**src/rtl/dttn_pkg.sv**
```systemverilog
package dttn_pkg;

  localparam int unsigned MW = 50;
  localparam int unsigned EW = 12;

  localparam logic [31:0] FLT_ONE   = 32'h3F80_0000;
  localparam logic [31:0] FLT_TEN   = 32'h4120_0000;
  localparam logic [31:0] FLT_TENTH = 32'h3DCC_CCCD;
  localparam logic [31:0] FLT_INF   = 32'h7F80_0000;
  localparam logic [31:0] FLT_QNAN  = 32'h7FC0_0000;
  localparam logic signed [35:0] EXP_MAX = 36'sh0_7FFF_FFFF;

  localparam logic [7:0] CH_DOT   = 8'h2E;
  localparam logic [7:0] CH_COMMA = 8'h2C;
  localparam logic [7:0] CH_LE    = 8'h65;
  localparam logic [7:0] CH_UE    = 8'h45;
  localparam logic [7:0] CH_MINUS = 8'h2D;
  localparam logic [7:0] CH_PLUS  = 8'h2B;
  localparam logic [7:0] CH_ZERO  = 8'h30;
  localparam logic [7:0] CH_NINE  = 8'h39;

  typedef enum logic [1:0] {
    FP_MUL,
    FP_ADD,
    FP_DIV10
  } fp_op_e;

  typedef enum logic [1:0] {
    FS_IDLE,
    FS_DIV,
    FS_NORM
  } fpu_state_e;

  typedef enum logic [2:0] {
    OPS_ACC_TEN,
    OPS_ACC_DIG,
    OPS_W_DIV,
    OPS_DIG_W,
    OPS_ACC_TMP,
    OPS_BASE_SQ,
    OPS_ACC_BASE
  } opsel_e;

  typedef enum logic [2:0] {
    PH_FIRST,
    PH_INT,
    PH_FRAC,
    PH_EXP_FIRST,
    PH_EXP,
    PH_DONE,
    PH_IFOLD
  } phase_e;

  typedef enum logic [4:0] {
    C_IDLE,
    C_INT_MUL,
    C_INT_MUL_W,
    C_INT_ADD,
    C_INT_ADD_W,
    C_FRAC_DIV,
    C_FRAC_DIV_W,
    C_FRAC_MUL,
    C_FRAC_MUL_W,
    C_FRAC_ADD,
    C_FRAC_ADD_W,
    C_FIN,
    C_EXP_INIT,
    C_EXP_STEP,
    C_EXP_STEP_W,
    C_EXP_LAST_W,
    C_OUT
  } ctrl_state_e;

  typedef struct packed {
    logic   init;
    logic   char_load;
    logic   int_fold;
    logic   exp_fold;
    logic   fp_start;
    opsel_e sel;
    logic   exp_init;
    logic   mcnt_step;
    logic   out_load;
    logic   kind;
    logic   man_neg;
    logic   exp_neg;
  } cmd_t;

  typedef struct packed {
    logic fp_done;
    logic exp_zero;
    logic mcnt_one;
    logic mcnt_even;
    logic out_free;
  } status_t;

  function automatic logic [31:0] digit_to_float(input logic [3:0] d);
    logic [31:0] f;
    case (d)
      4'd1: f = 32'h3F80_0000;
      4'd2: f = 32'h4000_0000;
      4'd3: f = 32'h4040_0000;
      4'd4: f = 32'h4080_0000;
      4'd5: f = 32'h40A0_0000;
      4'd6: f = 32'h40C0_0000;
      4'd7: f = 32'h40E0_0000;
      4'd8: f = 32'h4100_0000;
      4'd9: f = 32'h4110_0000;
      default: f = 32'h0000_0000;
    endcase
    return f;
  endfunction

endpackage

```
**src/rtl/dttn_ctrl.sv**
```systemverilog
module dttn_ctrl (
  input  logic               clk_i,
  input  logic               rst_ni,
  input  logic               in_valid_i,
  output logic               in_ready_o,
  input  logic [7:0]         char_i,
  input  logic               last_i,
  input  logic               kind_i,
  input  dttn_pkg::status_t  status_i,
  output dttn_pkg::cmd_t     cmd_o
);

  typedef enum logic [2:0] {
    ACT_NONE,
    ACT_IFOLD,
    ACT_EFOLD,
    ACT_INT_DIGIT,
    ACT_FRAC_DIGIT
  } act_e;

  dttn_pkg::ctrl_state_e st_d, st_q;
  dttn_pkg::phase_e      ph_d, ph_q, ph_dec;
  logic kind_d, kind_q, neg_d, neg_q, eneg_d, eneg_q, last_d, last_q;
  logic accept, is_dig, is_frac_sep, is_exp, is_sign;
  act_e act;

  assign in_ready_o  = st_q == dttn_pkg::C_IDLE;
  assign accept      = in_valid_i && in_ready_o;
  assign is_dig      = (char_i >= dttn_pkg::CH_ZERO) && (char_i <= dttn_pkg::CH_NINE);
  assign is_frac_sep = (char_i == dttn_pkg::CH_DOT) || (char_i == dttn_pkg::CH_COMMA);
  assign is_exp      = (char_i == dttn_pkg::CH_LE) || (char_i == dttn_pkg::CH_UE);
  assign is_sign     = (char_i == dttn_pkg::CH_MINUS) || (char_i == dttn_pkg::CH_PLUS);

  // first float character is parsed as an integer-part character
  assign ph_dec = (ph_q == dttn_pkg::PH_FIRST) ? dttn_pkg::PH_INT : ph_q;

  always_comb begin
    st_d   = st_q;
    ph_d   = ph_q;
    kind_d = kind_q;
    neg_d  = neg_q;
    eneg_d = eneg_q;
    last_d = last_q;
    act    = ACT_NONE;
    if (accept) begin
      last_d = last_i;
      if ((ph_q == dttn_pkg::PH_FIRST) && (is_sign || kind_i)) begin
        kind_d = kind_i;
        ph_d   = kind_i ? dttn_pkg::PH_IFOLD : dttn_pkg::PH_INT;
        if (is_sign) neg_d = char_i == dttn_pkg::CH_MINUS;
        else act = ACT_IFOLD;
      end else begin
        if (ph_q == dttn_pkg::PH_FIRST) kind_d = kind_i;
        case (ph_dec)
          dttn_pkg::PH_INT: begin
            if (is_dig) begin
              act  = ACT_INT_DIGIT;
              ph_d = dttn_pkg::PH_INT;
            end else if (is_frac_sep) ph_d = dttn_pkg::PH_FRAC;
            else if (is_exp) ph_d = dttn_pkg::PH_EXP_FIRST;
            else ph_d = dttn_pkg::PH_DONE;
          end
          dttn_pkg::PH_FRAC: begin
            if (is_dig) act = ACT_FRAC_DIGIT;
            else if (is_exp) ph_d = dttn_pkg::PH_EXP_FIRST;
            else ph_d = dttn_pkg::PH_DONE;
          end
          dttn_pkg::PH_EXP_FIRST: begin
            ph_d = dttn_pkg::PH_EXP;
            if (char_i == dttn_pkg::CH_MINUS) eneg_d = 1'b1;
            else if (char_i != dttn_pkg::CH_PLUS) act = ACT_EFOLD;
          end
          dttn_pkg::PH_EXP:   act = ACT_EFOLD;
          dttn_pkg::PH_IFOLD: act = ACT_IFOLD;
          default: ;
        endcase
      end
      case (act)
        ACT_INT_DIGIT:  st_d = dttn_pkg::C_INT_MUL;
        ACT_FRAC_DIGIT: st_d = dttn_pkg::C_FRAC_DIV;
        default:        st_d = last_i ? dttn_pkg::C_FIN : dttn_pkg::C_IDLE;
      endcase
    end
    case (st_q)
      dttn_pkg::C_IDLE: ;
      dttn_pkg::C_INT_MUL:  st_d = dttn_pkg::C_INT_MUL_W;
      dttn_pkg::C_INT_MUL_W: if (status_i.fp_done) st_d = dttn_pkg::C_INT_ADD;
      dttn_pkg::C_INT_ADD:  st_d = dttn_pkg::C_INT_ADD_W;
      dttn_pkg::C_FRAC_DIV: st_d = dttn_pkg::C_FRAC_DIV_W;
      dttn_pkg::C_FRAC_DIV_W: if (status_i.fp_done) st_d = dttn_pkg::C_FRAC_MUL;
      dttn_pkg::C_FRAC_MUL: st_d = dttn_pkg::C_FRAC_MUL_W;
      dttn_pkg::C_FRAC_MUL_W: if (status_i.fp_done) st_d = dttn_pkg::C_FRAC_ADD;
      dttn_pkg::C_FRAC_ADD: st_d = dttn_pkg::C_FRAC_ADD_W;
      dttn_pkg::C_INT_ADD_W, dttn_pkg::C_FRAC_ADD_W: begin
        if (status_i.fp_done) st_d = last_q ? dttn_pkg::C_FIN : dttn_pkg::C_IDLE;
      end
      dttn_pkg::C_FIN: begin
        st_d = (kind_q || status_i.exp_zero) ? dttn_pkg::C_OUT : dttn_pkg::C_EXP_INIT;
      end
      dttn_pkg::C_EXP_INIT: st_d = dttn_pkg::C_EXP_STEP;
      dttn_pkg::C_EXP_STEP: begin
        st_d = status_i.mcnt_one ? dttn_pkg::C_EXP_LAST_W : dttn_pkg::C_EXP_STEP_W;
      end
      dttn_pkg::C_EXP_STEP_W: if (status_i.fp_done) st_d = dttn_pkg::C_EXP_STEP;
      dttn_pkg::C_EXP_LAST_W: if (status_i.fp_done) st_d = dttn_pkg::C_OUT;
      dttn_pkg::C_OUT: begin
        if (status_i.out_free) begin
          st_d   = dttn_pkg::C_IDLE;
          ph_d   = dttn_pkg::PH_FIRST;
          kind_d = 1'b0;
          neg_d  = 1'b0;
          eneg_d = 1'b0;
        end
      end
      default: st_d = dttn_pkg::C_IDLE;
    endcase
  end

  always_comb begin
    cmd_o         = '0;
    cmd_o.sel     = dttn_pkg::OPS_ACC_TEN;
    cmd_o.kind    = kind_q;
    cmd_o.man_neg = neg_q;
    cmd_o.exp_neg = eneg_q;
    case (st_q)
      dttn_pkg::C_IDLE: begin
        cmd_o.char_load = accept;
        cmd_o.int_fold  = act == ACT_IFOLD;
        cmd_o.exp_fold  = act == ACT_EFOLD;
      end
      dttn_pkg::C_INT_MUL: begin
        cmd_o.fp_start = 1'b1;
        cmd_o.sel      = dttn_pkg::OPS_ACC_TEN;
      end
      dttn_pkg::C_INT_ADD: begin
        cmd_o.fp_start = 1'b1;
        cmd_o.sel      = dttn_pkg::OPS_ACC_DIG;
      end
      dttn_pkg::C_FRAC_DIV: begin
        cmd_o.fp_start = 1'b1;
        cmd_o.sel      = dttn_pkg::OPS_W_DIV;
      end
      dttn_pkg::C_FRAC_MUL: begin
        cmd_o.fp_start = 1'b1;
        cmd_o.sel      = dttn_pkg::OPS_DIG_W;
      end
      dttn_pkg::C_FRAC_ADD: begin
        cmd_o.fp_start = 1'b1;
        cmd_o.sel      = dttn_pkg::OPS_ACC_TMP;
      end
      dttn_pkg::C_EXP_INIT: cmd_o.exp_init = 1'b1;
      dttn_pkg::C_EXP_STEP: begin
        cmd_o.fp_start  = 1'b1;
        cmd_o.mcnt_step = !status_i.mcnt_one;
        cmd_o.sel = (status_i.mcnt_one || !status_i.mcnt_even) ? dttn_pkg::OPS_ACC_BASE
                                                                : dttn_pkg::OPS_BASE_SQ;
      end
      dttn_pkg::C_OUT: begin
        cmd_o.out_load = status_i.out_free;
        cmd_o.init     = status_i.out_free;
      end
      default: ;
    endcase
  end

  always_ff @(posedge clk_i or negedge rst_ni) begin
    if (!rst_ni) begin
      st_q   <= dttn_pkg::C_IDLE;
      ph_q   <= dttn_pkg::PH_FIRST;
      kind_q <= 1'b0;
      neg_q  <= 1'b0;
      eneg_q <= 1'b0;
      last_q <= 1'b0;
    end else begin
      st_q   <= st_d;
      ph_q   <= ph_d;
      kind_q <= kind_d;
      neg_q  <= neg_d;
      eneg_q <= eneg_d;
      last_q <= last_d;
    end
  end

endmodule

```
**config.mk**
```make
export PLATFORM = sky130hd
export DESIGN_NAME = dttn_ctrl
export DESIGN_NICKNAME = d
export VERILOG_FILES = /design/src/rtl/dttn_pkg.sv /design/src/rtl/dttn_ctrl.sv
export SDC_FILE = /design/constraint.sdc
export NUM_CORES = 1
export LEC_CHECK = 0
export BUFFER_PORTS_ARGS = -buffer_cell sky130_fd_sc_hd__buf_4
export CORE_ASPECT_RATIO = 1.2
export CORE_MARGIN = 5
export CORE_UTILIZATION = 45
export CTS_CLUSTER_SIZE = 16
export DETAILED_ROUTE_END_ITERATION = 7
export GPL_ROUTABILITY_DRIVEN = 0
export PLACE_DENSITY = 0.66
export SETUP_SLACK_MARGIN = 0.05
export SLEW_MARGIN = 20
export SYNTH_ARGS = -nofsm -noshare
export SYNTH_HDL_FRONTEND = slang
export SYNTH_SLANG_ARGS = --single-unit
```
**constraint.sdc**
```tcl
create_clock -name clk_i -period 2.75 [get_ports clk_i]
set_clock_uncertainty 0.1 [all_clocks]
set_input_delay 0.275 -clock clk_i [delete_from_list [all_inputs] [get_ports clk_i]]
set_output_delay 0.275 -clock clk_i [all_outputs]
set_load 0.05 [all_outputs]
```
==> flow_summary.ini, run 1 <==
[yosys]
async_reset_ff_share_pct = 100
yosys.area_share.simple_pct = 34.1
synth_compound_area_share_pct = 32.0
avgSynthCellArea_um2 = 7.51
synth_warnings = 0
synthAdderAreaFrac_pct = 0
ys_seq_area_share_pct = 23.1
synth_xor_area_share_pct = 1.35
synthMuxAreaShare_pct = 0.771
synthFlopType = dfrtp_1
synth_top_family_by_area = simple AND/OR/NAND/NOR gates
synth-edff-count = 0
synthDistinctLibCells = 54
synth-seq-cells = 12
syn-cell-area_um2 = 1300
synthCells = 173
syn_nets = 191

[timing]
fmax_mhz = 399
period_share_pct = 91.2
final-setup-viol-count = 0
whs_ps = 73.1
worst_pin_slew_ps = 527
final.setup.tns_ps = 0
hold_viol_final = 0
slew_violations = 0
rsz0062_at_grt = no
relSlewSlack_pct = 64.0
setup_slack_ps = 241
post-route-min-period_ps = 2510

[worst_hold_path]
min_from = status_i[0]
hold_class = in2reg
min_path_cells = 2
holdPathEnd = st_q[4]$_DFF_PN0_

[detailed_routing]
drc_errors = 0
drt_iter0_drc = 79
totalWireLength_um = 3500
postRouteAntennaNets = 0
wl_per_cell_um = 15.1
viasPerCell = 6.10
firstDrtPassIters = 5
num_vias = 1416

[placed_design]
port-buffer-count = 32
dp_cells = 227
dp_hpwl_um = 2800
place_area_um2 = 1530
dpl_worst_slack_ps = 488

[floorplanning]
dieWidth_um = 59.0
die-area_um2 = 4060
io_pins = 33
start_util_pct = 46.6
num_rows = 21
core-area_um2 = 2790
die_y_um = 68.9

[layout]
multiInputGateArea_um2 = 886
area_growth_pct = 21.3
final_core_util_pct = 56.6
final-seq-area_um2 = 300
nNetsFinal = 217
drive_above_1_share_pct = 25.3
finalNonFillerCells = 232
fill_cells = 276
postLayoutCellArea_um2 = 1580
diodes = 0

[global_routing]
grt_start_max_net_pins = 24
grt_usage_pct = 18.5
grt_overflow_total = 0
grt_pass1_wl_um = 5810
antenna_found_initial = 0
grt_pass1_vias = 1328

[clock_tree]
numCtsBuffers = 3
root_buffer = clkbuf_4
clkTransAtPathRegs_ps = 90
cts.sinks = 12
cts_max_level = 1
worstSkewPairLatency_ps = 280
cts_tree = yes
cts_resized = 0
clock_path_buffers = 2

[setup_path]
crit_required_ps = 2380
start_kind = register
rr_startpoint = st_q[0]$_DFF_PN0_
reg2regPathDepth = 6
critPathKind = reg2out
reg2reg_to = neg_q$_DFF_PN0_
cp.arrival_ps = 2130
worst-path-max-fanout = 12
r2r_setup_slack_ps = 580
end_kind = primary output

[outcome]
status = finished, final reports clean

[power_and_ir_drop]
peakVddDrop_mv = 0.534
leakage_nw = 0.666
powerDensity_nw_per_um2 = 945
finalPower_mw = 1.49

[flow_run]
max_cap_viol_count = 0
## routing by layer
layer	wire length [um]	GRT usage [%]	up-vias
li1	-	-	700
met1	1410	19.8	659
met2	1860	35.8	49
met3	162	2.05	8
met4	69	8.50	0
met5	0	0	-
## kinds of logic (layout without fill, tap and decap cells)
family                 count (synthesis)  count (layout)
flip-flops                            12              12
AO/OA/AOI/OAI                         59              59
multiplexers                           1               1
buffers and inverters                 24              49
XOR/XNOR                               2               2
AND/OR/NAND/NOR                       75              75
## worst max-delay path, stage by stage (launching register included)
cell and delay, ps:
dfrtp_1 520, nor4_4 390, nand3b_1 160, inv_2 160, o21ai_2 90, o21bai_1 170
and3_1 190, buf_4 180
## cell type report
cell class / instances / share of cell area (%)
multi-input cells: 137 / 56.2
flip-flops and latches: 12 / 19.1
repair buffers: 37 / 17.8
well taps: 34 / 2.70
clock buffers: 4 / 2.30
inverters: 8 / 1.91
## cells in the mapped netlist, types with 2 or more instances
cell       instances  area share (%)
a21oi_1           15             5.8
nand3_1            5             1.9
nand2_1           12             3.5
and3_1             2            0.96
nand2b_1           4             1.9
or3_1              5             2.4
a22oi_1            2             1.2
nor4_1             4             1.9
a21o_1             3             1.7
buf_4              5             2.9
o22ai_1            3             1.4
and2_1             2            0.96
o211ai_1           2             1.2
inv_1              7             2.0
dfrtp_1           12              23
xor2_1             2             1.3
o31ai_1            3             1.7
nor2b_1            4             1.9
o21bai_1           2             1.2
nor3_1             5             1.9
buf_2              3             1.2
nand3b_1           2             1.2
a31oi_1            2            0.96
a221oi_1           2             1.3
clkbuf_1           8             2.3
nor3b_1            3             1.7
nor2_1            17             4.9
a2111oi_0          3             2.0
or4_1              2             1.2
o21ai_0            8             3.1
## registers in the layout (all words and copies together) (netlist names)
signal	flops
eneg_q	1
kind_q	1
last_q	1
neg_q	1
ph_q	3
st_q	5
## layout by cell type (no fill, tap or decap), types with 3 or more instances in the layout
cell,synthesis,final
a2111oi_0,3,3
a21o_1,3,3
a21oi_1,15,15
buf_4,5,36
clkbuf_4,0,3
dfrtp_1,12,12
inv_1,7,7
nand2_1,12,12
nand2b_1,4,4
nand3_1,5,5
nor2_1,17,17
nor2b_1,4,4
nor3_1,5,5
nor3b_1,3,3
nor4_1,4,4
o21ai_0,8,8
o22ai_1,3,3
o31ai_1,3,3
or3_1,5,5
## worst max path at each step
stage,start,endpoint,slack [ps]
4_1_cts,st_q[0]$_DFF_PN0_,cmd_o[10],240
6_report,st_q[0]$_DFF_PN0_,cmd_o[10],240
3_5_place_dp,char_i[4],cmd_o[11],490
3_3_place_gp,char_i[4],cmd_o[11],480
2_1_floorplan,st_q[1]$_DFF_PN0_,cmd_o[4],-6
5_1_grt,st_q[0]$_DFF_PN0_,cmd_o[10],120
## timing repair
item | CTS | global route
endpoints found under the hold margin | 12 | 0
endpoints found under the setup margin | 0 | 0
buffers inserted | 0 | 0
hold buffers | 1 | 0
## report_power, final
part           internal, mW  switching [mW]
clock                0.0806          0.0633
sequential            0.242           0.134
combinational         0.382           0.587
Power figures use the tool's default switching activity.
==> inputs of run 2 (changes only) <==
--- a/config.mk
+++ b/config.mk
@@ -13,6 +13,7 @@
 export DETAILED_ROUTE_END_ITERATION = 7
 export GPL_ROUTABILITY_DRIVEN = 0
 export PLACE_DENSITY = 0.66
+export REMOVE_ABC_BUFFERS = 1
 export SETUP_SLACK_MARGIN = 0.05
 export SLEW_MARGIN = 20
 export SYNTH_ARGS = -nofsm -noshare
==> flow_summary.ini, run 2 (synthesis results as in run 1) <==
[global_routing]
grt_start_max_net_pins = 24
grt_usage_pct = 19.3
grt_overflow_total = 0
grt_pass1_vias = 1438
grt_pass1_wl_um = 6150
antenna_found_initial = 0

[power_and_ir_drop]
swShare_pct = 53.0
pwr-share-seq_pct = 24.5
leakage_nw = 0.671
p_comb_share_pct = 66.4
clockPowerShare_pct = 9.2
powerDensity_nw_per_um2 = 948
power.switching_mw = 0.795
peakVddDrop_mv = 0.551
finalPower_mw = 1.50
p_int_mw = 0.705

[layout]
area_growth_pct = 21.9
drive_above_1_share_pct = 25.6
diodes = 0
layout_commonest_cell = buf_4
postLayoutCellArea_um2 = 1580
finalNonFillerCells = 233
largest-register = st_q
top_regs = st_q x5, ph_q x3
final_core_util_pct = 56.8
largest_reg_flops = 5
layout_common_cells = buf_4 (37), nor2_1 (17), a21oi_1 (15)
nNetsFinal = 218

[timing]
rsz0062_at_grt = no
relSlewSlack_pct = 62.6
hold_viol_final = 0
slew_violations = 0
final-setup-viol-count = 0
fmax_mhz = 398
period_share_pct = 91.4
post-route-min-period_ps = 2510
final.setup.tns_ps = 0
worst_pin_slew_ps = 546

[detailed_routing]
firstDrtPassIters = 4
drc_errors = 0
wl_per_cell_um = 15.7
viasPerCell = 6.08
drt_iter0_drc = 64
totalWireLength_um = 3670
postRouteAntennaNets = 0
num_vias = 1417

[clock_tree]
clock_path_buffers = 2
clkTransAtPathRegs_ps = 70
cts.sinks = 12
cts_tree = yes
worstSkewPairLatency_ps = 270
numCtsBuffers = 3
root_buffer = clkbuf_4
cts_max_level = 1

[setup_path]
r2r_setup_slack_ps = 540
end_kind = primary output
critical-path-top-delay-family = simple AND/OR/NAND/NOR gates
start_kind = register
path_cells = nor4_4 > nand3b_1 > inv_2 > o21ai_2 > o21bai_1 > and3_1 > buf_4
rr_startpoint = st_q[0]$_DFF_PN0_
cp.arrival_ps = 2140
max_stage_delay_ps = 520
critPathKind = reg2out
critPathBufInv = 2
startpoint = st_q[0]$_DFF_PN0_
worst-path-max-fanout = 12
crit_required_ps = 2380
cpMaxStageDelayCell = dfrtp_1

[placed_design]
place_area_um2 = 1540
dp_cells = 228
port-buffer-count = 32
dp_hpwl_um = 2980

[worst_hold_path]
hold_class = in2reg
min_from = status_i[0]

[outcome]
status = finished, final reports clean

[floorplanning]
die-area_um2 = 4060
num_rows = 21
start_util_pct = 46.6
dieWidth_um = 59.0
core-area_um2 = 2790
die_y_um = 68.9
io_pins = 33

[flow_run]
max_cap_viol_count = 0
-- run 2: cell types whose count changed in the layout (fill, tap and decap cells not counted), sizes merged --
| cell | change |
|---|---|
| buf | +1 |
-- run 2: area by class of cell --
class	instances	area, um2
fill	280	1200
multi-input combinational	137	886
sequential	12	300
timing repair buffer	38	288
tap	34	42.5
clock buffer	4	36.3
inverter	8	30.0
-- run 2: what timing repair did --
action	CTS	global route
buffers inserted	0	0
resized for setup	0	0
endpoints found under the hold margin	12	0
hold buffers	1	0
-- run 2: final timing paths --
kind                                      to  depth (start not counted)
setup / recovery                   cmd_o[10]                          7
hold / removal             st_q[4]$_DFF_PN0_                          2
setup reg to reg           st_q[1]$_DFF_PN0_                          6
hold reg to reg             eneg_q$_DFF_PN0_                          2
max in group asynchronous  st_q[4]$_DFF_PN0_                          2
min in group asynchronous   eneg_q$_DFF_PN0_                          2
-- run 2: through the flow --
stage               hold WS, ps  worst slack [ps]
floorplan                  -121              -258
global placement           20.4               568
detailed placement         22.0               514
CTS                        99.4               225
global route                112              67.7
finish                     99.9               235
-- run 2: worst reg2reg max path: stages, from the launching register on --
cell and delay [ps]:
dfrtp_1 520, nor4_4 390, nand3b_1 170, inv_2 150, o21ai_2 90, a2111oi_0 500, o31ai_1 160
-- run 2: power by group through the flow --
stage,Combinational (mW),Clock [mW],Sequential [mW]
global route,1.09,0.152,0.379
finish,0.996,0.138,0.367
floorplan,0.625,0,0.422
detailed placement,0.989,0,0.366
global placement,0.979,0,0.365
CTS,0.992,0.142,0.364
-- run 2: routing by layer --
metal  part of all wire, %  GRT usage (%)
met1                    41           22.0
met2                    52           35.4
met3                   5.6           2.79
met4                   2.1           8.78
met5                     0              0
==> inputs of run 3 (changes only) <==
--- a/config.mk
+++ b/config.mk
@@ -13,6 +13,7 @@
 export DETAILED_ROUTE_END_ITERATION = 7
 export GPL_ROUTABILITY_DRIVEN = 0
 export PLACE_DENSITY = 0.66
+export RECOVER_POWER = 100
 export REMOVE_ABC_BUFFERS = 1
 export SETUP_SLACK_MARGIN = 0.05
 export SLEW_MARGIN = 20
==> constraint.sdc (replaced) <==
create_clock -name clk_i -period 2.7 [get_ports clk_i]
set_clock_uncertainty 0.1 [all_clocks]
set_input_delay 0.27 -clock clk_i [delete_from_list [all_inputs] [get_ports clk_i]]
set_output_delay 0.27 -clock clk_i [all_outputs]
set_load 0.05 [all_outputs]
==> flow_summary.ini, run 3 (synthesis results as in run 1) <==
[setup_path]
cp.arrival_ps = 2090
critPathKind = reg2out
crit_required_ps = 2330
worst-path-max-fanout = 11
start_kind = register
end_kind = primary output

[timing]
relSlewSlack_pct = 57.9
slew_violations = 0
final-setup-viol-count = 0
rsz0062_at_grt = no
worst_pin_slew_ps = 632
fmax_mhz = 406
hold_viol_final = 0
whs_ps = 94.4
post-route-min-period_ps = 2460
period_share_pct = 91.2

[floorplanning]
num_rows = 21
start_util_pct = 46.6
core-area_um2 = 2790
dieWidth_um = 59.0
io_pins = 33
die-area_um2 = 4060
die_y_um = 68.9

[global_routing]
grt_pass1_vias = 1427
grt_pass1_wl_um = 6330
grt_usage_pct = 20.0
grt_overflow_total = 0
antenna_found_initial = 0
grt_start_max_net_pins = 24

[layout]
final_core_util_pct = 55.0
postLayoutCellArea_um2 = 1530
nNetsFinal = 218
area_growth_pct = 17.9
largest_reg_flops = 5
diodes = 0
drive_above_1_share_pct = 19.6
top_regs = st_q x5, ph_q x3
layout_commonest_cell = buf_4
finalNonFillerCells = 233
layout_common_cells = buf_4 (22), nor2_1 (17), a21oi_1 (15)
largest-register = st_q

[placed_design]
dp_hpwl_um = 2860
dp_cells = 228
place_area_um2 = 1540
port-buffer-count = 32

[detailed_routing]
postRouteAntennaNets = 0
viasPerCell = 6.18
drc_errors = 0
top_layer = met4
drt_iter0_drc = 86
route.met3.wl_um = 196
firstDrtPassIters = 4
totalWireLength_um = 3670
routed-wl-met2_um = 1830
wl_per_cell_um = 15.8
num_vias = 1439
wl_met1_um = 1530

[clock_tree]
cts_resized = 0
root_buffer = clkbuf_4
clock_path_buffers = 2
cts.sinks = 12
numCtsBuffers = 3
cts_max_level = 1
holdBufCountCts = 1
worstSkewPairLatency_ps = 270
clkTransAtPathRegs_ps = 70
post-cts-setup-buffers = 0
cts_tree = yes

[power_and_ir_drop]
finalPower_mw = 1.50
powerDensity_nw_per_um2 = 979
peakVddDrop_mv = 0.549
leakage_nw = 0.627

[outcome]
status = finished, final reports clean

[flow_run]
max_cap_viol_count = 0

[worst_hold_path]
hold_class = in2reg
-- run 3: cell types whose count changed in the layout (fill, tap and decap cells not counted), sizes merged --
cell / before / now
buf: 37 / 22
clkbuf: 4 / 19
-- run 3: worst max-delay path, stage by stage (launching register included) --
cell and delay [ps]:
dfrtp_1 410, clkbuf_1 260, or4_1 560, nor2_1 110, clkbuf_1 480
-- run 3: worst paths after layout --
path	start	to	slack (ps)	cells past startpoint
max reg2reg	st_q[0]$_DFF_PN0_	ph_q[2]$_DFF_PN0_	450	6
min reg2reg	eneg_q$_DFF_PN0_	eneg_q$_DFF_PN0_	420	2
max in group asynchronous	rst_ni	ph_q[1]$_DFF_PN0_	1650	2
min in group asynchronous	rst_ni	eneg_q$_DFF_PN0_	440	2
min	status_i[0]	st_q[4]$_DFF_PN0_	90	2
max	st_q[0]$_DFF_PN0_	in_ready_o	240	4
-- run 3: where the power goes --
part / leakage (nW) / total [mW] / internal (mW) / switching (mW)
Clock: 0.0210 / 0.140 / 0.0819 / 0.0580
Combinational: 0.455 / 1.00 / 0.355 / 0.647
Sequential: 0.150 / 0.357 / 0.247 / 0.111
-- run 3: final cells by class --
class,instances,area (um2)
Clock buffer,4,36.3
Tap cell,34,42.5
Fill cell,296,1250
Timing Repair Buffer,38,236
Multi-Input combinational cell,137,886
Inverter,8,30.0
Sequential cell,12,300
-- run 3: layer usage --
layer  vias up  GRT usage, %
li1        703             -
met1       672          23.7
met2        52          35.1
met3        12          3.17
met4         0          9.35
met5         -             0
-- run 3: metrics by stage --
step,TNS [ps],setup slack (ps)
2_1_floorplan,-303,-303
3_3_place_gp,0,494
3_5_place_dp,0,483
4_1_cts,0,308
5_1_grt,0,96.4
6_report,0,238
